==> src/hdl/running_sample_statistics_unit_defines.svh <==
// ---------------------------------------------------------------------------
// Assertion macros for the running sample statistics unit.
// Each macro places one labeled concurrent assertion on the given clock,
// switched off while the active-low reset is asserted.
// ---------------------------------------------------------------------------
`ifndef RUNNING_SAMPLE_STATISTICS_UNIT_DEFINES_SVH
`define RUNNING_SAMPLE_STATISTICS_UNIT_DEFINES_SVH

// Same-cycle implication: whenever ante holds, cons must hold too.
`define RSS_ASSERT_IMPL(label, clk, rstn, ante, cons) \
    label: assert property (@(posedge clk) disable iff (!(rstn)) (ante) |-> (cons)) \
        else $error("rss: same-cycle check failed");

// Next-cycle implication: whenever ante holds, cons must hold in the next cycle.
`define RSS_ASSERT_NEXT(label, clk, rstn, ante, cons) \
    label: assert property (@(posedge clk) disable iff (!(rstn)) (ante) |=> (cons)) \
        else $error("rss: next-cycle check failed");

`endif

==> src/hdl/rss_pkg.sv <==
// ---------------------------------------------------------------------------
// rss_pkg
// Shared widths and status types of the running sample statistics unit.
// ---------------------------------------------------------------------------
`default_nettype none

package rss_pkg;

    // Width of the running total and of the sum of squares.
    localparam int TOTAL_BITS = 56;
    localparam int SQSUM_BITS = 64;

    // Step counter width of the serial divider (one quotient bit a step).
    localparam int DIV_STEP_BITS = $clog2(SQSUM_BITS);

    // Status of the queue between front and back.
    typedef struct packed {
        logic full;
        logic empty;
    } rss_q_stat_t;

    // Status of the serial divider.
    typedef struct packed {
        logic busy;
        logic done;
    } rss_div_stat_t;

endpackage

`default_nettype wire

==> src/hdl/rss_queue.sv <==
// ---------------------------------------------------------------------------
// rss_queue
// Small register queue that decouples the front from the back.
// ---------------------------------------------------------------------------
`default_nettype none

module rss_queue #(
    parameter int WIDTH = 8,
    parameter int DEPTH = 2
) (
    input  logic                 aclk,
    input  logic                 aresetn,
    input  logic                 push,
    input  logic [WIDTH-1:0]     push_data,
    input  logic                 pop,
    output logic [WIDTH-1:0]     head_data,
    output rss_pkg::rss_q_stat_t stat
);
    import rss_pkg::*;

    localparam int PTR_BITS = (DEPTH > 1) ? $clog2(DEPTH) : 1;
    localparam int CNT_BITS = $clog2(DEPTH + 1);
    localparam logic [PTR_BITS-1:0] PTR_LAST = PTR_BITS'(DEPTH - 1);
    localparam logic [CNT_BITS-1:0] CNT_FULL = CNT_BITS'(DEPTH);

    logic [WIDTH-1:0]    mem_reg [DEPTH];
    logic [PTR_BITS-1:0] wr_ptr_reg, rd_ptr_reg;
    logic [CNT_BITS-1:0] fill_reg, fill_next;

    assign stat.full  = (fill_reg == CNT_FULL);
    assign stat.empty = (fill_reg == '0);
    assign head_data  = mem_reg[rd_ptr_reg];

    // Fill level follows pushes and pops.
    always_comb begin
        fill_next = fill_reg;
        if (push && !pop) begin
            fill_next = fill_reg + 1'b1;
        end else if (pop && !push) begin
            fill_next = fill_reg - 1'b1;
        end
    end

    always_ff @(posedge aclk) begin
        if (!aresetn) begin
            wr_ptr_reg <= '0;
            rd_ptr_reg <= '0;
            fill_reg   <= '0;
        end else begin
            fill_reg <= fill_next;
            if (push) begin
                wr_ptr_reg <= (wr_ptr_reg == PTR_LAST) ? '0 : wr_ptr_reg + 1'b1;
            end
            if (pop) begin
                rd_ptr_reg <= (rd_ptr_reg == PTR_LAST) ? '0 : rd_ptr_reg + 1'b1;
            end
        end
    end

    // Entry storage.
    always_ff @(posedge aclk) begin
        if (push) begin
            mem_reg[wr_ptr_reg] <= push_data;
        end
    end

endmodule

`default_nettype wire

==> config.mk <==
export PLATFORM = sky130hd
export DESIGN_NAME = rss_queue
export DESIGN_NICKNAME = d
export VERILOG_FILES = /design/src/hdl/running_sample_statistics_unit_defines.svh /design/src/hdl/rss_pkg.sv /design/src/hdl/rss_queue.sv
export SDC_FILE = /design/constraint.sdc
export NUM_CORES = 1
export LEC_CHECK = 0
export BUFFER_PORTS_ARGS = -buffer_cell sky130_fd_sc_hd__buf_4
export CORE_AREA = 2 2 44 46
export DETAILED_ROUTE_END_ITERATION = 16
export DIE_AREA = 0 0 46 48
export PLACE_DENSITY = 0.72
export SLEW_MARGIN = 40
export SYNTH_ARGS = -nofsm -noshare
export SYNTH_HDL_FRONTEND = slang
export SYNTH_SLANG_ARGS = --single-unit
==> constraint.sdc <==
create_clock -name aclk -period 1.6 [get_ports aclk]
set_input_delay 0.32 -clock aclk [delete_from_list [all_inputs] [get_ports aclk]]
set_output_delay 0.32 -clock aclk [all_outputs]
set_load 0.02 [all_outputs]
Word-level counts from Yosys, hierarchy flattened
Memory sizes are Yosys's and may differ from the RTL's. A register that Yosys moved wholly into a read port is not among the register bits.
Cells that the tools add are included.

word-level totals
  register bits = 4
  memory bits (writable) = 16
  bits of input ports = 12
  output and inout bits = 10
  memories = 1

cells by class
  $add $sub $neg = 4
  equal/unequal tests = 1
  mux-type cells = 8
  reduce and logical (&&, ||, !) cells = 6

memories
  memory   depth  bits a word  read ports  clocked after Yosys merged registers in  write ports  line             text
  mem_reg  2      8            1           1                                        1            rss_queue.sv:26  logic [WIDTH-1:0] mem_reg [DEPTH];

operators with widths
  cell                                                                 number
  1-bit two-way mux                                                    6
  2-bit two-way mux                                                    2
  1-bit adder (second input constant)                                  2
  2-bit by 1-bit adder with 2-bit output (second input constant)       1
  2-bit equality test (second input constant)                          1
  1-bit logical AND                                                    2
  1-bit logical NOT                                                    2
  2-bit logical NOT                                                    1
  2-bit nonzero test                                                   1
  2-bit by 1-bit subtractor with 2-bit output (second input constant)  1

Longest topological paths before layout
  word-level depth = 4
  mapped depth = 5
  mapped depth without buffers = 5

Worst setup path after synthesis
Ideal clock, no wire load.

  path kind = input -> register
  start point = input port pop
  end point = register fill_reg[1]
  setup time = 0.070 ns
  arrival = 1.118 ns
  required time = 1.530 ns
  path slack = 0.412 ns
  stages on the path = 4
  buffers on the path = 0
  cell sequence = inv_1 -> ha_1 -> or3_1 -> a21boi_1

on the way
  longest elaborated chain between the ends = 3

RTL lines
  what                                                            line             text
  start, declared                                                 rss_queue.sv:15  input logic pop,
  1-bit logical NOT                                               rss_queue.sv:37  if (push && !pop) begin
  1-bit logical AND                                               rss_queue.sv:37
  2-bit two-way mux / 2-bit nonzero test (equally long branches)  --
  end signal, assigned                                            rss_queue.sv:50  fill_reg <= fill_next;
  end, declared                                                   rss_queue.sv:28  logic [CNT_BITS-1:0] fill_reg, fill_next;

Several ways; a longest one is shown, not always the timed one.
A chain may end at the register's enable or synchronous reset.

==> flow_summary_export.csv <==
group,metric,value,unit
outcome,status,"completed",
final_layout,areaGrowthSynthToFinish,26.6,%
clock_network,clkTransAtPathRegs,0.10,ns
floorplanning,placementRows,15,
power,ir_drop,0.579,mV
sta,slew_violations,0,
logic_synthesis,synth-edff-count,16,
setup_path,critPathMaxFanout,8,
detailed_routing,antenna_left,0,
setup_path,r2r_slack,0.56,ns
setup_path,cp.arrival,1.20,ns
sta,rsz0062_at_grt,"no",
final_layout,nets,86,
logic_synthesis,ys_ff_latch,21,
final_layout,largest_reg_flops,16,
clock_network,clock_path_buffers,2,
sta,skew,0.00125,ns
final_layout,antenna_cells,0,
logic_synthesis,synth.most_common_cell,"edfxtp_1",
logic_synthesis,ys_top_cells_by_count,"16 x edfxtp_1, 8 x mux2_2, 5 x dfxtp_1",
global_routing,grt_pass1_vias,417,
setup_path,critPathKind,"reg -> out",
detailed_routing,vias_per_cell,5.10,
clock_network,post_cts_resized,1,
setup_path,r2r-end,"mem_reg[1][3]",
floorplanning,num_io_pins,22,
logic_synthesis,syn_inst,47,
floorplanning,die_area,2210,um^2
global_routing,antenna_found_initial,0,
clock_network,cts.root.buffer_cell,"clkbuf_4",
global_routing,grt_pass1_wl,1660,um
sta,timing.final.crit_period,1.52,ns
sta,tightest_slew,0.384,ns
logic_synthesis,yosys.area.top_type_share,60.5,%
global_routing,grt-ovfl-total,0,
logic_synthesis,avgSynthCellArea,16.9,um^2
floorplanning,fp.coreArea,1690,um^2
sta,setup_viol,0,
sta,fin_crit_sh,95.0,%
clock_network,cts_made_buffers,3,
power,leakagePower,0.000401,uW
placed_design,place_area,976,um^2
logic_synthesis,ys.flop_type,"edfxtp_1",
placed_design,io_buffers,21,
logic_synthesis,yosysSeqAreaShare,73.1,%
global_routing,grt_start_max_net_pins,12,
floorplanning,die_h,48,um
logic_synthesis,synth.distinct_cells,16,
detailed_routing,post-route-drc-count,0,
min_path,whs_path_depth,1,
setup_path,setup.worst_path.start_class,"register",
setup_path,cp_data_required_time,1.28,ns
power,power.density,1050,nW/um^2
detailed_routing,routedWlPerCell,11.9,um
detailed_routing,vias,454,
logic_synthesis,synth_top_area_cell,"edfxtp_1",
floorplanning,die_x,46,um
clock_network,htreeDepth,1,
logic_synthesis,synthArstFlopShare,0,%
final_layout,drive_gt1_share,48.6,%
setup_path,worstPathCellList,"mux2_2 -> buf_4",
setup_path,crit_path_end_kind,"output pin",
logic_synthesis,syn_nets,60,
logic_synthesis,synth.top_cells.by_area,"edfxtp_1 60%, dfxtp_1 13%, mux2_2 11%, and2_1 3.1%, xor2_1 2.2%",
placed_design,finalWeightedCongestion,0.642,
floorplanning,start_util,47.0,%
sta,slew_headroom,74.4,%
clock_network,cts_tree,"yes",
clock_network,cts_sinks,21,
clock_network,cts_setup_buffers,0,
detailed_routing,drtIter0Drc,5,
setup_path,reg2reg_depth,1,
min_path,hp-class,"in -> reg",
sta,fmax,0.658,GHz
clock_network,post_cts_hold_buffer_count,0,
sta,finalWorstSetupSlack,0.0805,ns
placed_design,pre_cts_ws,0.219,ns
setup_path,r2r_start,"wr_ptr_reg",
min_path,hp-start,"push_data[2]",
global_routing,grt_util_all_layers,11.4,%
setup_path,critical_path.slowest_cell,"dfxtp_4",
flow_run,cap_violations,0,
detailed_routing,first_pass_iters,2,
sta,setup_tns,0,ns
sta,fin_hold_ws,0.216,ns
setup_path,cp_slowest_stage_delay,0.41,ns
min_path,hold_path_end,"mem_reg[1][2]",
sta,finalHoldViolCount,0,
detailed_routing,postRouteWirelength,1060,um
logic_synthesis,ys.warnings.count,0,
clock_network,clk_latency,0.28,ns
final_layout,finalInstanceArea,1010,um^2
logic_synthesis,netlist_area,795,um^2
-- metrics by stage --
step	power (uW)	utilization (%)	std cells
2_1_floorplan	764	-	47
3_3_place_gp	843	57.8	85
3_5_place_dp	848	57.8	85
4_1_cts	1080	59.4	89
5_1_grt	1120	59.6	89
6_report	1060	59.6	89
-- cells by family (layout without fill, tap and decap cells) --
family          Yosys count  in the layout  share of synthesized area (%)
flops                    21             21                           73.1
simple gates              9              9                           7.09
buf+inv                   2             27                           1.10
xor+xnor                  3              3                           3.31
compound gates            3              3                           2.52
fa+ha+maj                 1              1                           1.57
mux                       8              8                           11.3
-- cells in the final DEF (no fill, tap or decap), drive strengths merged --
master   n
or3      1
edfxtp  16
nor2     1
ha       1
and2     4
and2b    1
nor2b    2
mux2     8
xor2     2
buf     22
a21boi   1
xnor2    1
o21a     1
inv      1
o21ai    1
dfxtp    5
clkbuf   4
-- how the worst max path moves through the flow --
| stage | startpoint | endpoint | cells after the start |
|---|---|---|---|
| after floorplan | pop | fill_reg[1] | 4 |
| after global placement | register | head_data[7] | 2 |
| after detailed placement | register | head_data[7] | 2 |
| after CTS | register | head_data[7] | 2 |
| after global routing | register | head_data[7] | 2 |
| final | register | head_data[7] | 2 |
-- worst max-delay path, delay by kind of cell (launching register included) --
family,cells,cell delay (ns)
buffers and inverters,1,0.16
flip-flops,1,0.41
multiplexers,1,0.35
-- layout make-up --
type | count | area, um^2
multi-input cells | 24 | 205
clock buffers | 4 | 26.3
fillers | 149 | 683
well taps | 17 | 21.3
flip-flops and latches | 21 | 584
inverters | 1 | 3.75
repair buffers | 22 | 165
-- per-layer routing --
layer	wire, um	GRT usage (%)	vias to the layer above
met5	0	0	-
met4	10	6.86	0
met3	90	4.15	2
met2	563	20.0	14
met1	395	11.6	218
li1	-	-	220
-- power by group --
part	leakage (uW)	internal [uW]	total [uW]	switching, uW
registers	0.000192	624	645	20.4
logic	0.000193	101	188	86.6
clock network	0.0000150	96.6	228	132
total	0.000401	822	1060	239
(Power assumes the default switching activity.)
