===== config.mk =====
export PLATFORM = sky130hd
export DESIGN_NAME = rss_front
export DESIGN_NICKNAME = d
export VERILOG_FILES = /design/src/hdl/running_sample_statistics_unit_defines.svh /design/src/hdl/rss_pkg.sv /design/src/hdl/rss_front.sv
export SDC_FILE = /design/constraint.sdc
export NUM_CORES = 2
export LEC_CHECK = 0
export ABC_CLOCK_PERIOD_IN_PS = 11000
export BUFFER_PORTS_ARGS = -buffer_cell sky130_fd_sc_hd__buf_4
export CORE_UTILIZATION = 45
export DETAILED_ROUTE_END_ITERATION = 16
export PLACE_DENSITY_LB_ADDON = 0.05
export SLEW_MARGIN = 20
export SYNTH_ARGS = -nofsm -noshare
export SYNTH_HDL_FRONTEND = slang
export SYNTH_SLANG_ARGS = --single-unit

===== constraint.sdc =====
create_clock -name aclk -period 11 [get_ports aclk]
set_input_delay 2.75 -clock aclk [delete_from_list [all_inputs] [get_ports aclk]]
set_output_delay 2.75 -clock aclk [all_outputs]
set_load 0.03 [all_outputs]

===== src/hdl/running_sample_statistics_unit_defines.svh =====
// ---------------------------------------------------------------------------
// Assertion macros for the running sample statistics unit.
// Each macro places one labeled concurrent assertion on the given clock,
// switched off while the active-low reset is asserted.
// ---------------------------------------------------------------------------
`ifndef RUNNING_SAMPLE_STATISTICS_UNIT_DEFINES_SVH
`define RUNNING_SAMPLE_STATISTICS_UNIT_DEFINES_SVH

// Same-cycle implication: whenever ante holds, cons must hold too.
`define RSS_ASSERT_IMPL(label, clk, rstn, ante, cons) \
    label: assert property (@(posedge clk) disable iff (!(rstn)) (ante) |-> (cons)) \
        else $error("rss: same-cycle check failed");

// Next-cycle implication: whenever ante holds, cons must hold in the next cycle.
`define RSS_ASSERT_NEXT(label, clk, rstn, ante, cons) \
    label: assert property (@(posedge clk) disable iff (!(rstn)) (ante) |=> (cons)) \
        else $error("rss: next-cycle check failed");

`endif


===== src/hdl/rss_pkg.sv =====
// ---------------------------------------------------------------------------
// rss_pkg
// Shared widths and status types of the running sample statistics unit.
// ---------------------------------------------------------------------------
`default_nettype none

package rss_pkg;

    // Width of the running total and of the sum of squares.
    localparam int TOTAL_BITS = 56;
    localparam int SQSUM_BITS = 64;

    // Step counter width of the serial divider (one quotient bit a step).
    localparam int DIV_STEP_BITS = $clog2(SQSUM_BITS);

    // Status of the queue between front and back.
    typedef struct packed {
        logic full;
        logic empty;
    } rss_q_stat_t;

    // Status of the serial divider.
    typedef struct packed {
        logic busy;
        logic done;
    } rss_div_stat_t;

endpackage

`default_nettype wire


===== src/hdl/rss_front.sv =====
// ---------------------------------------------------------------------------
// rss_front
// Accepts samples, rejects negative ones, updates the running state and
// pushes a snapshot of the statistics state into the queue.
// ---------------------------------------------------------------------------
`default_nettype none

module rss_front #(
    parameter int SAMPLE_BITS = 24,
    parameter int COUNT_BITS  = 32,
    parameter int ENTRY_BITS  = 2 + COUNT_BITS + rss_pkg::TOTAL_BITS
                                + rss_pkg::SQSUM_BITS + 3 * SAMPLE_BITS
) (
    input  logic                                  aclk,
    input  logic                                  aresetn,
    input  logic                                  s_tvalid,
    output logic                                  s_tready,
    input  logic [((SAMPLE_BITS + 8) / 8) * 8-1:0] s_tdata,
    input  rss_pkg::rss_q_stat_t                  q_stat,
    output logic                                  q_push,
    output logic [ENTRY_BITS-1:0]                 q_entry
);
    import rss_pkg::*;

    localparam logic [1:0] F_IDLE = 2'd0;
    localparam logic [1:0] F_SQR  = 2'd1;
    localparam logic [1:0] F_UPD  = 2'd2;

    localparam logic [COUNT_BITS-1:0] COUNT_MAX = '1;
    localparam logic [TOTAL_BITS-1:0] TOTAL_MAX = '1;
    localparam logic [SQSUM_BITS-1:0] SQSUM_MAX = '1;

    logic [1:0]               state_reg, state_next;
    logic [SAMPLE_BITS-1:0]   x_reg;
    logic                     neg_reg;
    logic [2*SAMPLE_BITS-1:0] sq_reg;

    logic [COUNT_BITS-1:0]    count_reg, count_next;
    logic [TOTAL_BITS-1:0]    total_reg, total_next;
    logic [SQSUM_BITS-1:0]    square_sum_reg, square_sum_next;
    logic [SAMPLE_BITS-1:0]   min_reg, min_next;
    logic [SAMPLE_BITS-1:0]   max_reg, max_next;
    logic [SAMPLE_BITS-1:0]   last_reg, last_next;
    logic                     flag_reg, flag_next;

    logic                     take;
    logic                     update;
    logic                     can_count;
    logic                     first;
    logic [TOTAL_BITS:0]      total_sum;
    logic [SQSUM_BITS:0]      square_sum;

    assign s_tready = (state_reg == F_IDLE);
    assign take     = s_tvalid && s_tready;
    assign update   = (state_reg == F_UPD) && !q_stat.full;
    assign q_push   = update;

    // Candidate sums, with a carry bit to detect saturation.
    assign can_count  = (count_reg != COUNT_MAX);
    assign first      = (count_reg == '0);
    assign total_sum  = {1'b0, total_reg} + (TOTAL_BITS + 1)'(x_reg);
    assign square_sum = {1'b0, square_sum_reg} + (SQSUM_BITS + 1)'(sq_reg);

    // Next statistics state for an accepted, non-negative sample.
    always_comb begin
        count_next      = count_reg;
        total_next      = total_reg;
        square_sum_next = square_sum_reg;
        flag_next       = flag_reg;
        min_next        = min_reg;
        max_next        = max_reg;
        last_next       = last_reg;
        if (update && !neg_reg) begin
            if (can_count) begin
                count_next = count_reg + 1'b1;
                total_next = total_sum[TOTAL_BITS] ? TOTAL_MAX : total_sum[TOTAL_BITS-1:0];
                if (square_sum[SQSUM_BITS]) begin
                    square_sum_next = SQSUM_MAX;
                    flag_next       = 1'b1;
                end else begin
                    square_sum_next = square_sum[SQSUM_BITS-1:0];
                end
            end
            if (first || (x_reg < min_reg)) begin
                min_next = x_reg;
            end
            if (first || (x_reg > max_reg)) begin
                max_next = x_reg;
            end
            last_next = x_reg;
        end
    end

    // Snapshot of the state after this item, accepted flag in the lowest bit.
    assign q_entry = {flag_next, last_next, max_next, min_next,
                      square_sum_next, total_next, count_next, !neg_reg};

    // Sequencer: take, square, update.
    always_comb begin
        state_next = state_reg;
        unique case (state_reg)
            F_IDLE: begin
                if (take) begin
                    state_next = F_SQR;
                end
            end
            F_SQR: begin
                state_next = F_UPD;
            end
            F_UPD: begin
                if (!q_stat.full) begin
                    state_next = F_IDLE;
                end
            end
            default: begin
                state_next = F_IDLE;
            end
        endcase
    end

    always_ff @(posedge aclk) begin
        if (!aresetn) begin
            state_reg      <= F_IDLE;
            count_reg      <= '0;
            total_reg      <= '0;
            square_sum_reg <= '0;
            min_reg        <= '0;
            max_reg        <= '0;
            last_reg       <= '0;
            flag_reg       <= 1'b0;
        end else begin
            state_reg      <= state_next;
            count_reg      <= count_next;
            total_reg      <= total_next;
            square_sum_reg <= square_sum_next;
            min_reg        <= min_next;
            max_reg        <= max_next;
            last_reg       <= last_next;
            flag_reg       <= flag_next;
        end
    end

    // Sample capture and squaring, no reset needed.
    always_ff @(posedge aclk) begin
        if (take) begin
            x_reg   <= s_tdata[SAMPLE_BITS-1:0];
            neg_reg <= s_tdata[SAMPLE_BITS];
        end
        if (state_reg == F_SQR) begin
            sq_reg <= {{SAMPLE_BITS{1'b0}}, x_reg} * {{SAMPLE_BITS{1'b0}}, x_reg};
        end
    end

endmodule

`default_nettype wire


; Yosys cells after proc, flatten, opt, wreduce, memory -nomap -nowiden
; Cells that the tools add are included.
[totals]
regBits = 300
inputBits = 37
elab_cells = 51
[classes]
reduce_logical = 10
order_cmp = 2
multipliers = 1
mux = 19
eq_ne = 5
add_sub_neg = 3
[ops]
columns = op, n
row1 = $mux 64, 3
row2 = $mux 56, 3
row3 = $mux 24, 5
row4 = $add 64x48->65, 1
row5 = $mux 32, 2
row6 = $add 56x24->57, 1
row7 = $mul 24x24->48, 1
row8 = $add 32x1->32 const B, 1
row9 = $logic_not 32->1, 1
row10 = $ne 32x32->1 const B, 1
row11 = $gt 24x24->1, 1
row12 = $lt 24x24->1, 1
row13 = $pmux 2 s3, 1
row14 = $mux 2, 2
row15 = $logic_and 1x1->1, 3
row16 = $mux 1, 3
row17 = $eq 2x1->1 const B, 1
row18 = $eq 2x2->1 const B, 1
row19 = $logic_not 1->1, 2
row20 = $logic_not 2->1, 1
row21 = $logic_or 1x1->1, 2
row22 = $ne 2x1->1 const B, 1
row23 = $ne 2x2->1 const B, 1
row24 = $reduce_and 2->1, 1

; Depth between registers and ports, before layout
[logic_depth]
word_depth = 4
ltp_mapped = 28
ltp_nobuf = 26

; Worst setup path after synthesis
; OpenSTA, ideal clock, no wires.
[synth_timing]
path_kind = input to output
startpoint = in q_stat[1] (netlist bit)
endpoint = out q_entry[178]
setup_slack_ps = 3468
path_buffers = 2
path_stages = 6
t_arrival_ps = 4782
cell_sequence = nor3_1 -> buf_2 -> o21ai_0 -> a31oi_1 -> buf_2 -> mux2i_1
[synth_via]
elab_chain_len = 4
[synth_lines]
columns = element, line
row1 = "start, declared", rss_front.sv:19  ; input rss_pkg::rss_q_stat_t q_stat,
row2 = $logic_not 1->1, --
row3 = $logic_and 1x1->1, rss_front.sv:55  ; assign update = (state_reg == F_UPD) && !q_stat.full;
row4 = $logic_and 1x1->1, rss_front.sv:73  ; if (update && !neg_reg) begin
row5 = $mux 24, rss_front.sv:73
row6 = "end, declared", rss_front.sv:21  ; output logic [ENTRY_BITS-1:0] q_entry
; Every way passes these cells.

; Final worst setup path
[layout_timing]
startpoint = reg x_reg[16]
endpoint = reg sq_reg[47] (data pin)
[layout_via]
elab_chain_len = 1
[layout_lines]
columns = element, line
row1 = "start, declared", rss_front.sv:34  ; logic [SAMPLE_BITS-1:0] x_reg;
row2 = "start signal, assigned", rss_front.sv:146  ; x_reg <= s_tdata[SAMPLE_BITS-1:0];
row3 = $mul 24x24->48, rss_front.sv:150  ; sq_reg <= {{SAMPLE_BITS{1'b0}}, x_reg} * {{SAMPLE_BITS{1'b0}}, x_reg};
row4 = "end signal, assigned", rss_front.sv:150
row5 = "end, declared", rss_front.sv:36  ; logic [2*SAMPLE_BITS-1:0] sq_reg;
; Every way passes these cells.
; A chain may end at the register's enable or synchronous reset.

==> metrics.csv <==
stage,metric,value,unit
status,outcome,"complete, no violations",
clocking,total CTS buffers,39,
grt,GRT Util Overall,0.2492,
sta,minimum clock period,8.347,ns
floorplanning,Die W,276.5,um
clocking,"Reg clk slew, reported paths",0.06,ns
hold_path,worst hold start,total_reg[0]$_SDFF_PN0_,
hold_path,Hold Crit Class,reg2reg,
routing,Post-Route WL,94.11,mm
routing,DRC viols,0,
routing,DRT antenna net count,0,
clocking,number of gates resized after cts,0,
cells_and_area,"commonest non-fill, non-tap cell in the layout",inv_1,
yosys,Ys Warns,0,
setup_path,Critical Path AT,8.66,ns
routing,routed length per placed instance,19.14,um
clocking,Post-CTS Setup Repair Bufs,0,
placed_design,global placement routability congestion,0.8979,
cells_and_area,multi-input logic area,24110,um^2
yosys,register bit total from synthesis,299,
sta,RSZ-0062 raised after global routing,no,
cells_and_area,layout cells sized above 1,0.1191,
routing,initial drt markers,1398,
yosys,"EDFF count, synth",72,
grt,first-pass GRT wire length,150.4,mm
yosys,Yosys top cell area share,0.2545,
yosys,Post-Syn Nets,4500,
clocking,CTS root buf,clkbuf_16,
clocking,number of H-tree levels,2,
sta,Slew Limit Headroom,0.2424,
yosys,"Top FF cell, synth",dfxtp_1,
sta,"Slew Viols, Final",0,
sta,Least-Margin Pin Slew,1.126,ns
grt,vias in the first global route,26480,
grt,largest net degree at the start of global routing,77,
setup_path,Worst setup SP type,register,
grt,global route total overflow,0,
floorplanning,I/O pin count,265,
clocking,CTS tree,built,
sta,Min Hold Slack,0.5221,ns
sta,post-route setup TNS,0,ns
floorplanning,Initial Utilization,0.4554,
yosys,syn_area_per_cell,9.071,um^2
setup_path,crit path capture type,register,
run,max_cap viols,0,
clocking,hold_buf cts,0,
setup_path,Worst R2R Path Depth,23,
clocking,clock tree buffer depth,3,
clocking,Clock Latency Late Sink,0.57,ns
routing,Pre-Repair DR Iteration Count,6,
clocking,clock sinks,299,
floorplanning,Die ar.,76440,um^2
cells_and_area,most frequent cells in the layout,"inv_1, fa_1, and2_1, nand2_1, buf_4",
setup_path,FF-to-FF Start,x_reg[16]$_DFFE_PP_,
yosys,register area share after synthesis,0.1978,
yosys,post-synthesis cell type count,83,
yosys,main area contributors after synthesis,"fa_1, dfxtp_1, ha_1, inv_1, edfxtp_1",
cells_and_area,max reg flops,64,
placed_design,port bufs,256,
cells_and_area,Synth-to-Final Area Change,12.25,%
yosys,Post-Synthesis Cells,3737,
floorplanning,Die Ht,276.5,um
hold_path,Worst Hold Depth,2,
yosys,asr flop ratio synth,0,
yosys,Mapped Area,33900,um^2
floorplanning,area of the core,74450,um^2
setup_path,CP Class,reg2reg,
yosys,Yosys top cell by area,fa_1,
floorplanning,row count,100,
setup_path,WP data required,11.32,ns
grt,initial antenna violation count,1,
routing,via count,25970,
cells_and_area,filler cell count,7161,
sta,final hold vios,0,
sta,fin crit share,0.7588,
setup_path,R2R Setup Slk,2.65,ns
placed_design,detailed placement HPWL,72.97,mm
sta,Final Skew,0.02898,ns
cells_and_area,Layout Nets,4679,
setup_path,Worst R2R End,sq_reg[47]$_DFFE_PN_,
routing,routed vias/inst,5.283,
hold_path,Hold Path End,total_reg[0]$_SDFF_PN0_,
cells_and_area,Register Area,6706,um^2
cells_and_area,Ant. Diodes,0,
sta,final setup vio count,0,
setup_path,"Max FO, Critical Path",12,
sta,Max Clock Freq,119.8,MHz
[worst max path at each step]
| stage | startpoint | endpoint | slack (ns) |
|---|---|---|---|
| 6_report | x_reg[16]$_DFFE_PP_ | sq_reg[47]$_DFFE_PN_ | 2.65 |
| 5_1_grt | x_reg[16]$_DFFE_PP_ | sq_reg[47]$_DFFE_PN_ | 2.24 |
| 4_1_cts | q_stat[1] | q_entry[40] | 2.69 |
| 3_5_place_dp | q_stat[1] | q_entry[40] | 2.69 |
| 3_3_place_gp | q_stat[1] | q_entry[40] | 2.67 |
| 2_1_floorplan | q_stat[1] | q_entry[178] | 3.47 |
[synth_stat cells, types with 55 or more instances]
cell and count:
o21ai_0 65, nor2_1 155, and2_1 319, clkbuf_1 130
nand4_1 58, a21oi_1 180, xnor2_1 109, fa_1 431
a21o_1 88, nand3_1 56, a31oi_1 56, xor2_1 55
ha_1 295, inv_1 661, edfxtp_1 72, mux2_2 66
dfxtp_1 227, nand2_1 300
[critical path, stage by stage, from the launching register on]
cell and delay, ns:
edfxtp_1 0.92, inv_1 0.48, nor2_1 0.30, inv_1 0.10, fa_1 0.54, inv_1 0.05
fa_1 0.53, fa_1 0.45, fa_1 0.53, fa_1 0.52, fa_1 0.54, inv_1 0.05
fa_1 0.57, inv_1 0.06, ha_1 0.40, nand2_1 0.17, o21ai_0 0.31, nor3_1 0.10
o311a_1 0.17, o31ai_2 0.41, a31oi_1 0.21, o311a_1 0.39, a31oi_1 0.21, nor3_1 0.07
[final cells by class]
| cell class | count | area share |
|---|---|---|
| Clock inverter | 22 | 0.006248 |
| Tap cell | 969 | 0.03186 |
| Clock buffer | 50 | 0.02831 |
| Timing Repair Buffer | 296 | 0.05840 |
| Multi-Input combinational cell | 2619 | 0.6337 |
| Inverter | 661 | 0.06520 |
| Sequential cell | 299 | 0.1762 |
[kinds of logic after synthesis]
logic type | Yosys count | synth area share
AO/OA/AOI/OAI | 589 | 0.1164
XOR/XNOR | 164 | 0.04237
adder cells (fa/ha/maj) | 726 | 0.3634
buffers and inverters | 819 | 0.09190
flip-flops | 299 | 0.1978
multiplexers | 92 | 0.02997
AND/OR/NAND/NOR | 1048 | 0.1581
[metal layers]
metal  share of wire  track usage  wire (um)
met5               0            0          0
met4           0.017      0.04813       1641
met3           0.040      0.02822       3760
met2            0.46       0.4066      43520
met1            0.48       0.3571      45190
[per-stage QoR]
step / util / cell area (um^2) / instances / worst slack (ns)
2_1_floorplan: - / 33900 / 3737 / 3.468
3_3_place_gp: 0.4935 / 36740 / 4844 / 2.667
3_5_place_dp: 0.4935 / 36740 / 4844 / 2.688
4_1_cts: 0.5111 / 38050 / 4916 / 2.687
5_1_grt: 0.5111 / 38050 / 4916 / 2.240
6_report: 0.5111 / 38050 / 4916 / 2.653
Power is not shown: default switching activity piles up to over one toggle a cycle in this logic, so the estimate is an artifact.
