$ cat src/hdl/running_sample_statistics_unit_defines.svh
// ---------------------------------------------------------------------------
// Assertion macros for the running sample statistics unit.
// Each macro places one labeled concurrent assertion on the given clock,
// switched off while the active-low reset is asserted.
// ---------------------------------------------------------------------------
`ifndef RUNNING_SAMPLE_STATISTICS_UNIT_DEFINES_SVH
`define RUNNING_SAMPLE_STATISTICS_UNIT_DEFINES_SVH

// Same-cycle implication: whenever ante holds, cons must hold too.
`define RSS_ASSERT_IMPL(label, clk, rstn, ante, cons) \
    label: assert property (@(posedge clk) disable iff (!(rstn)) (ante) |-> (cons)) \
        else $error("rss: same-cycle check failed");

// Next-cycle implication: whenever ante holds, cons must hold in the next cycle.
`define RSS_ASSERT_NEXT(label, clk, rstn, ante, cons) \
    label: assert property (@(posedge clk) disable iff (!(rstn)) (ante) |=> (cons)) \
        else $error("rss: next-cycle check failed");

`endif

$ cat src/hdl/rss_pkg.sv
// ---------------------------------------------------------------------------
// rss_pkg
// Shared widths and status types of the running sample statistics unit.
// ---------------------------------------------------------------------------
`default_nettype none

package rss_pkg;

    // Width of the running total and of the sum of squares.
    localparam int TOTAL_BITS = 56;
    localparam int SQSUM_BITS = 64;

    // Step counter width of the serial divider (one quotient bit a step).
    localparam int DIV_STEP_BITS = $clog2(SQSUM_BITS);

    // Status of the queue between front and back.
    typedef struct packed {
        logic full;
        logic empty;
    } rss_q_stat_t;

    // Status of the serial divider.
    typedef struct packed {
        logic busy;
        logic done;
    } rss_div_stat_t;

endpackage

`default_nettype wire

$ cat src/hdl/rss_back.sv
// ---------------------------------------------------------------------------
// rss_back
// Takes state snapshots from the queue, derives mean and deviation with the
// serial divider and a serial square root, and holds the result in the
// output register until it is taken.
// ---------------------------------------------------------------------------
`default_nettype none

module rss_back #(
    parameter int SAMPLE_BITS = 24,
    parameter int COUNT_BITS  = 32,
    parameter int ENTRY_BITS  = 2 + COUNT_BITS + rss_pkg::TOTAL_BITS
                                + rss_pkg::SQSUM_BITS + 3 * SAMPLE_BITS
) (
    input  logic                               aclk,
    input  logic                               aresetn,
    input  rss_pkg::rss_q_stat_t               q_stat,
    input  logic [ENTRY_BITS-1:0]              q_entry,
    output logic                               q_pop,
    output logic                               div_start,
    output logic [COUNT_BITS-1:0]              div_divisor,
    output logic [rss_pkg::SQSUM_BITS-1:0]     div_dividend_a,
    output logic [rss_pkg::SQSUM_BITS-1:0]     div_dividend_b,
    input  logic [rss_pkg::SQSUM_BITS-1:0]     div_quot_a,
    input  logic [rss_pkg::SQSUM_BITS-1:0]     div_quot_b,
    input  rss_pkg::rss_div_stat_t             div_stat,
    output logic                               m_tvalid,
    input  logic                               m_tready,
    output logic [((COUNT_BITS + rss_pkg::TOTAL_BITS + 5 * SAMPLE_BITS + 7) / 8) * 8-1:0]
                                               m_tdata,
    output logic [1:0]                         m_tuser
);
    import rss_pkg::*;

    // Snapshot layout, lowest bit first.
    localparam int OFF_CNT  = 1;
    localparam int OFF_TOT  = OFF_CNT + COUNT_BITS;
    localparam int OFF_SQ   = OFF_TOT + TOTAL_BITS;
    localparam int OFF_MIN  = OFF_SQ + SQSUM_BITS;
    localparam int OFF_MAX  = OFF_MIN + SAMPLE_BITS;
    localparam int OFF_LAST = OFF_MAX + SAMPLE_BITS;
    localparam int OFF_FLAG = OFF_LAST + SAMPLE_BITS;

    localparam int FIELD_BITS = COUNT_BITS + TOTAL_BITS + 5 * SAMPLE_BITS;
    localparam int DATA_BITS  = ((FIELD_BITS + 7) / 8) * 8;

    localparam logic [SQSUM_BITS-1:0] SAMPLE_MASK = (SQSUM_BITS'(1) << SAMPLE_BITS) - 1'b1;
    localparam logic [SQSUM_BITS-1:0] SQRT_TOP    = SQSUM_BITS'(1) << (SQSUM_BITS - 2);

    localparam logic [2:0] B_IDLE = 3'd0;
    localparam logic [2:0] B_DIV  = 3'd1;
    localparam logic [2:0] B_MUL  = 3'd2;
    localparam logic [2:0] B_DIFF = 3'd3;
    localparam logic [2:0] B_SQRT = 3'd4;
    localparam logic [2:0] B_OUT  = 3'd5;

    logic [2:0]               state_reg, state_next;

    // Fields held from the snapshot.
    logic                     acc_reg;
    logic [COUNT_BITS-1:0]    cnt_reg;
    logic [TOTAL_BITS-1:0]    tot_reg;
    logic [SAMPLE_BITS-1:0]   min_reg, max_reg, last_reg;
    logic                     flag_reg;

    // Mean and deviation datapath.
    logic [SAMPLE_BITS-1:0]   mean_reg;
    logic [SAMPLE_BITS-1:0]   dev_reg;
    logic [SQSUM_BITS-1:0]    msq_reg;
    logic [2*SAMPLE_BITS-1:0] m2_reg;
    logic [SQSUM_BITS-1:0]    rad_reg, root_reg, bit_reg;

    // Output register.
    logic                     m_tvalid_reg;
    logic [DATA_BITS-1:0]     m_tdata_reg;
    logic [1:0]               m_tuser_reg;

    logic                     entry_zero;
    logic                     out_load;
    logic [SQSUM_BITS-1:0]    sqrt_trial;
    logic                     sqrt_fits;
    logic [SQSUM_BITS-1:0]    root_step;
    logic [SQSUM_BITS-1:0]    m2_wide;

    assign entry_zero = (q_entry[OFF_TOT-1:OFF_CNT] == '0);
    assign q_pop      = (state_reg == B_IDLE) && !q_stat.empty;
    assign out_load   = (state_reg == B_OUT) && (!m_tvalid_reg || m_tready);

    // The divider starts straight from the queue head.
    assign div_start      = q_pop && !entry_zero;
    assign div_divisor    = q_entry[OFF_TOT-1:OFF_CNT];
    assign div_dividend_a = SQSUM_BITS'(q_entry[OFF_SQ-1:OFF_TOT]);
    assign div_dividend_b = q_entry[OFF_MIN-1:OFF_SQ];

    // One step of the digit-by-digit square root.
    assign sqrt_trial = root_reg + bit_reg;
    assign sqrt_fits  = (rad_reg >= sqrt_trial);
    assign root_step  = sqrt_fits ? ((root_reg >> 1) + bit_reg) : (root_reg >> 1);
    assign m2_wide    = SQSUM_BITS'(m2_reg);

    always_comb begin
        state_next = state_reg;
        unique case (state_reg)
            B_IDLE: begin
                if (q_pop) begin
                    state_next = entry_zero ? B_OUT : B_DIV;
                end
            end
            B_DIV: begin
                if (div_stat.done) begin
                    state_next = B_MUL;
                end
            end
            B_MUL: begin
                state_next = B_DIFF;
            end
            B_DIFF: begin
                state_next = (msq_reg > m2_wide) ? B_SQRT : B_OUT;
            end
            B_SQRT: begin
                if (bit_reg[0]) begin
                    state_next = B_OUT;
                end
            end
            B_OUT: begin
                if (out_load) begin
                    state_next = B_IDLE;
                end
            end
            default: begin
                state_next = B_IDLE;
            end
        endcase
    end

    always_ff @(posedge aclk) begin
        if (!aresetn) begin
            state_reg    <= B_IDLE;
            m_tvalid_reg <= 1'b0;
        end else begin
            state_reg <= state_next;
            if (out_load) begin
                m_tvalid_reg <= 1'b1;
            end else if (m_tready) begin
                m_tvalid_reg <= 1'b0;
            end
        end
    end

    // Datapath registers, no reset needed.
    always_ff @(posedge aclk) begin
        unique case (state_reg)
            B_IDLE: begin
                if (q_pop) begin
                    acc_reg  <= q_entry[0];
                    cnt_reg  <= q_entry[OFF_TOT-1:OFF_CNT];
                    tot_reg  <= q_entry[OFF_SQ-1:OFF_TOT];
                    min_reg  <= q_entry[OFF_MAX-1:OFF_MIN];
                    max_reg  <= q_entry[OFF_LAST-1:OFF_MAX];
                    last_reg <= q_entry[OFF_FLAG-1:OFF_LAST];
                    flag_reg <= q_entry[OFF_FLAG];
                    mean_reg <= '0;
                    dev_reg  <= '0;
                end
            end
            B_DIV: begin
                if (div_stat.done) begin
                    mean_reg <= (div_quot_a > SAMPLE_MASK) ? '1 : div_quot_a[SAMPLE_BITS-1:0];
                    msq_reg  <= div_quot_b;
                end
            end
            B_MUL: begin
                m2_reg <= {{SAMPLE_BITS{1'b0}}, mean_reg} * {{SAMPLE_BITS{1'b0}}, mean_reg};
            end
            B_DIFF: begin
                rad_reg  <= msq_reg - m2_wide;
                root_reg <= '0;
                bit_reg  <= SQRT_TOP;
            end
            B_SQRT: begin
                if (sqrt_fits) begin
                    rad_reg <= rad_reg - sqrt_trial;
                end
                root_reg <= root_step;
                bit_reg  <= bit_reg >> 2;
                if (bit_reg[0]) begin
                    dev_reg <= (root_step > SAMPLE_MASK) ? '1 : root_step[SAMPLE_BITS-1:0];
                end
            end
            B_OUT: begin
                if (out_load) begin
                    m_tdata_reg <= DATA_BITS'({last_reg, max_reg, min_reg, dev_reg,
                                               mean_reg, tot_reg, cnt_reg});
                    m_tuser_reg <= {flag_reg, acc_reg};
                end
            end
            default: begin
                mean_reg <= '0;
            end
        endcase
    end

    assign m_tvalid = m_tvalid_reg;
    assign m_tdata  = m_tdata_reg;
    assign m_tuser  = m_tuser_reg;

endmodule

`default_nettype wire

$ cat config.mk
export PLATFORM = sky130hd
export DESIGN_NAME = rss_back
export DESIGN_NICKNAME = d
export VERILOG_FILES = /design/src/hdl/running_sample_statistics_unit_defines.svh /design/src/hdl/rss_pkg.sv /design/src/hdl/rss_back.sv
export SDC_FILE = /design/constraint.sdc
export NUM_CORES = 2
export LEC_CHECK = 0
export BUFFER_PORTS_ARGS = -buffer_cell sky130_fd_sc_hd__buf_2
export CAP_MARGIN = 20
export CORE_MARGIN = 2
export CORE_UTILIZATION = 36
export CTS_BUF_LIST = sky130_fd_sc_hd__clkbuf_4 sky130_fd_sc_hd__clkbuf_8 sky130_fd_sc_hd__clkbuf_16
export CTS_CLUSTER_SIZE = 28
export DETAILED_ROUTE_END_ITERATION = 6
export PLACE_DENSITY_LB_ADDON = 0.1
export SETUP_SLACK_MARGIN = 0.05
export SLEW_MARGIN = 40
export SYNTH_ARGS = -nofsm -noshare
export SYNTH_HDL_FRONTEND = slang
export SYNTH_SLANG_ARGS = --single-unit
$ cat constraint.sdc
create_clock -name aclk -period 37.9 [get_ports aclk]
set_clock_uncertainty 0.1 [all_clocks]
set_input_delay 3.79 -clock aclk [delete_from_list [all_inputs] [get_ports aclk]]
set_output_delay 3.79 -clock aclk [all_outputs]
set_load 0.005 [all_outputs]
# --- Yosys cells after proc, flatten, opt, wreduce, memory -nomap -nowiden ---
# Cells that the tools add are included.
classes:
  n_reduce_logical: 20
  eq_ne: 10
  bitwise_logic: 1
  multipliers: 1
  magnitude_cmp: 4
  n_mux: 21
  add_sub_neg: 4
ops:
  columns: ["op", "n"]
  rows:
  - ["case mux 64 bit (2 select lines)", 3]
  - ["greater-than comparator 64 x 24 -> 1 bit, second input constant", 2]
  - ["two-way mux 64 bit", 2]
  - ["two-way mux 24 bit", 5]
  - ["case mux 24 bit (3 select lines)", 1]
  - ["adder 63 x 64 -> 64 bit", 1]
  - ["adder 64 bit", 1]
  - [">= comparator 64 bit", 1]
  - ["greater-than comparator 64 x 48 -> 1 bit", 1]
  - ["subtractor 64 x 48 -> 64 bit", 1]
  - ["subtractor 64 bit", 1]
  - ["multiplier 24 x 24 -> 48 bit", 1]
  - ["case mux 24 bit (2 select lines)", 1]
  - ["zero test 32 bit", 1]
  - ["case mux 3 bit (6 select lines)", 1]
  - ["two-way mux 3 bit", 5]
  - ["!= test 2 bit, second input constant", 5]
  - ["AND reduction 2 bit", 4]
  - ["== test 3 x 2 -> 1 bit, second input constant", 2]
  - ["== test 3 bit, second input constant", 2]
  - ["AND reduction 3 bit", 2]
  - ["nonzero test 2 bit", 3]
  - ["AND reduction 4 bit", 1]
  - ["OR reduction 4 bit", 1]
  - ["7 further kinds", 13]
word_totals:
  output_inout_bits: 373
  input_bits: 361
  wordCells: 79
  regBits: 728

# --- Depth between registers and ports, before layout ---
depth:
  word_depth: 7
  depth_mapped: 31
  mapped_depth_nobuf: 28

# --- Worst setup path after synthesis ---
# Ideal clock, no wire load.
synth_timing:
  kind: "in2out"
  from: "input q_stat[0] (netlist name)"
  to: "output div_start"
  path_buffers: 0
  t_required_ps: 34010
  t_arrival_ps: 20143
  cell_stages: 2
  path_slack_ps: 13867
  cell_sequence: "nor4_1 o21a_1"
synth_between:
  elab_chain_cells: 3
synth_lines:
  columns: ["item", "line_no", "text"]
  rows:
  - ["start: declaration", "rss_back.sv:17", "input rss_pkg::rss_q_stat_t q_stat,"]
  - ["zero test 1 bit", "rss_back.sv:86", "assign q_pop = (state_reg == B_IDLE) && !q_stat.empty;"]
  - ["logical AND 1 bit", "rss_back.sv:86", null]
  - ["logical AND 1 bit", "rss_back.sv:90", "assign div_start = q_pop && !entry_zero;"]
  - ["end: declaration", "rss_back.sv:20", "output logic div_start,"]
# No other way between the ends.

# --- Final worst setup path ---
layout_timing:
  from: "register bit_reg[0]"
  to: "register dev_reg[23], data pin"
layout_between:
  elab_chain_cells: 7
  word_cells_on_any_way: 8
  cone_classes: "add/sub: 2; order compare: 2; mux: 4"
layout_lines:
  columns: ["item", "line_no", "text"]
  rows:
  - ["start: declaration", "rss_back.sv:71", "logic [SQSUM_BITS-1:0] rad_reg, root_reg, bit_reg;"]
  - ["start signal: assignment", "rss_back.sv:185", "bit_reg <= bit_reg >> 2;"]
  - ["adder 64 bit", "rss_back.sv:96", "assign sqrt_trial = root_reg + bit_reg;"]
  - [">= comparator 64 bit", "rss_back.sv:97", "assign sqrt_fits = (rad_reg >= sqrt_trial);"]
  - ["two-way mux 64 bit *", "rss_back.sv:98", "assign root_step = sqrt_fits ? ((root_reg >> 1) + bit_reg) : (root_reg >> 1);"]
  - ["greater-than comparator 64 x 24 -> 1 bit", "rss_back.sv:187", "dev_reg <= (root_step > SAMPLE_MASK) ? '1 : root_step[SAMPLE_BITS-1:0];"]
  - ["two-way mux 24 bit *", "rss_back.sv:187", null]
  - ["two-way mux 24 bit *", "rss_back.sv:186", "if (bit_reg[0]) begin"]
  - ["case mux 24 bit (2 select lines) *", "rss_back.sv:152", "unique case (state_reg)"]
  - ["end signal: assignment", "rss_back.sv:187", null]
  - ["end: declaration", "rss_back.sv:68", "logic [SAMPLE_BITS-1:0] dev_reg;"]
# Every way passes the cells marked *; elsewhere a longest branch is shown, timed or not. The select of a mux whose other input is x is not followed.
# A chain may end at the register's enable or synchronous reset.

==> qor.csv <==
metric;value;unit
status;completed;
crit_cells;29;
cp.arrival;9.59;ns
cp-start-kind;flop;
grt_pass1_vias;36724;
synth_cells;4810;
cp-end-kind;flop;
layout_min_cycle_time;9.280;ns
core_region_area;145200;sq um
root_buffer;clkbuf_16;
grt_max_degree;97;
whs_path_depth;0;
clock_latency;0.72;ns
vias;36380;
track_usage;20.53;%
clock_sinks;695;
antenna_found_initial;41;
slowest_delay;0.68;ns
start_util;36.11;%
setup_viol;0;
cts_resized;0;
ys_ff_latch;695;
place_congestion;0.9115;
most-common-layout-cells;edfxtp_1 (691), inv_1 (612), buf_2 (595), fa_1 (424), ha_1 (353);
mappedNetlistArea;52440;sq um
report.final.hold_viol_count;0;
clk_path_buf_depth;3;
synth_edf_count;691;
drv_slew;0;
ys_seq_area_share;39.72;%
ioPinCount;734;
hold_path.class;flop to flop;
worst-setup-path-type;flop to flop;
grt_remaining_overflow;0;
synth_flop_cell;edfxtp_1;
crit_slowest_cell;nor4b_1;
die_y;385.7;um
rows;140;
drtAntennaViolNets;0;
htreeDepth;3;
vias_per_cell;5.038;
drc;0;
grt_setup_unrepaired;no;
ys_types;88;
crit_family;compound AO/OA/AOI/OAI gates;
drive_gt1_share;16.59;%
num-fill-cells;14166;
fmax;0.1078;GHz
io_buffers;595;
drv_cap;0;
cts_hold_buf;0;
path_buf_inv;4;
grt_pass1_wl;230700;um
worst_pin_slew;0.8749;ns
areaGrowthSynthToFinish;13.19;%
final_common_cell;edfxtp_1;
post-cts-setup-buffers;0;
r2r_cells;29;
avgSynthCellArea;10.90;sq um
min_period_over_period;24.49;%
synthArstFlopShare;0;%
drtIter0Drc;2282;
clk_pin_slew;0.06;ns
max-slew-margin-rel;40.16;%
die_w;385.7;um
cp_max_fo;39;
routed_wl;153100;um
synth-warning-count;0;
largest_reg_flops;208;
dieArea;148700;sq um
wl_per_cell;21.20;um
fin_nets;6353;
cts_tree;done;
setup_tns;0;ns
dr.pass1.iters;5;
crit_required;38.21;ns
numCtsBuffers;84;
dp_hpwl;121000;um
layer usage:
metal	up-vias	track usage, %	wire [um]
met2	873	31.50	67700
met3	196	5.387	10650
li1	17374	-	-
met5	-	0	333
met4	28	4.107	2859
met1	17909	29.21	71530
final cells by class:
class	instances	area (sq um)	area share, %
Inverter	613	2306	3.885
Sequential cell	695	20830	35.09
Clock buffer	95	2185	3.680
Antenna cell	23	57.56	0.09696
Timing Repair Buffer	645	3408	5.742
Multi-Input combinational cell	3176	27530	46.37
Tap cell	1917	2399	4.041
Clock inverter	57	645.6	1.088
final timing paths:
check,from,endpoint,slack [ns]
max,bit_reg[0],dev_reg[23],28.62
min,cnt_reg[12],m_tdata[12],0.27
max reg2reg,bit_reg[0],dev_reg[23],28.62
min reg2reg,cnt_reg[12],m_tdata[12],0.27
kinds of logic after synthesis:
| family | Yosys count | synth area share, % |
|---|---|---|
| multiplexers | 16 | 0.3078 |
| AND/OR/NAND/NOR | 1194 | 11.34 |
| flip-flops | 695 | 39.72 |
| AO/OA/AOI/OAI | 915 | 11.61 |
| other | 1 | 0.007151 |
| XOR/XNOR | 266 | 4.443 |
| buffers and inverters | 946 | 7.971 |
| adder cells (fa/ha/maj) | 777 | 24.61 |
synthesized netlist by cell type, drive strengths merged, types with 9 or more instances:
master,n,area [sq um]
o21ai,196,980.9
nand3,47,235.2
inv,613,2301
a211oi,28,215.2
or4,9,67.56
nor2,259,972.2
and4,12,105.1
fa,424,8488
a21o,72,540.5
a21boi,13,97.59
or2,13,81.33
and3,55,344.1
nand2,348,1306
o211ai,16,120.1
clkbuf,154,578.1
o21a,53,397.9
nor3,58,290.3
a31oi,78,488.0
nor4,36,246.5
nand4,61,381.6
a31o,24,210.2
o21bai,40,300.3
edfxtp,691,20750
nor2b,30,187.7
and2,174,1089
nor3b,9,67.56
a221oi,11,96.34
ha,353,4417
o31ai,18,148.9
o31a,10,87.58
or3,29,181.4
xor2,116,1016
xnor2,150,1314
mux2i,15,150.1
buf,179,1301
nand2b,31,193.9
a21oi,248,1260
a41oi,29,422.9
stage by stage:
stage	util (%)	hold WS [ns]	area, sq um	worst slack [ns]	cells
floorplan	-	0.3003	52470	13.87	4817
global placement	38.85	0.3005	56410	28.48	7044
detailed placement	38.88	0.3045	56470	28.49	7046
CTS	40.83	0.2836	59300	28.44	7198
global route	40.84	0.2910	59310	27.86	7201
finish	40.88	0.2739	59360	28.62	7221
worst register-to-register path, delay by kind of cell (launching register included):
family / cells / cell delay [ns]
AOI/OAI and AO/OA: 15 / 4.29
xor gates and xnor gates: 1 / 0.19
adders and majority gates: 3 / 0.82
buffers and inverters: 4 / 1.26
DFF: 1 / 0.48
muxes: 1 / 0.14
and+or+nand+nor: 5 / 1.72
Power is not shown: default switching activity piles up to over one toggle a cycle in this logic, so the estimate is an artifact.
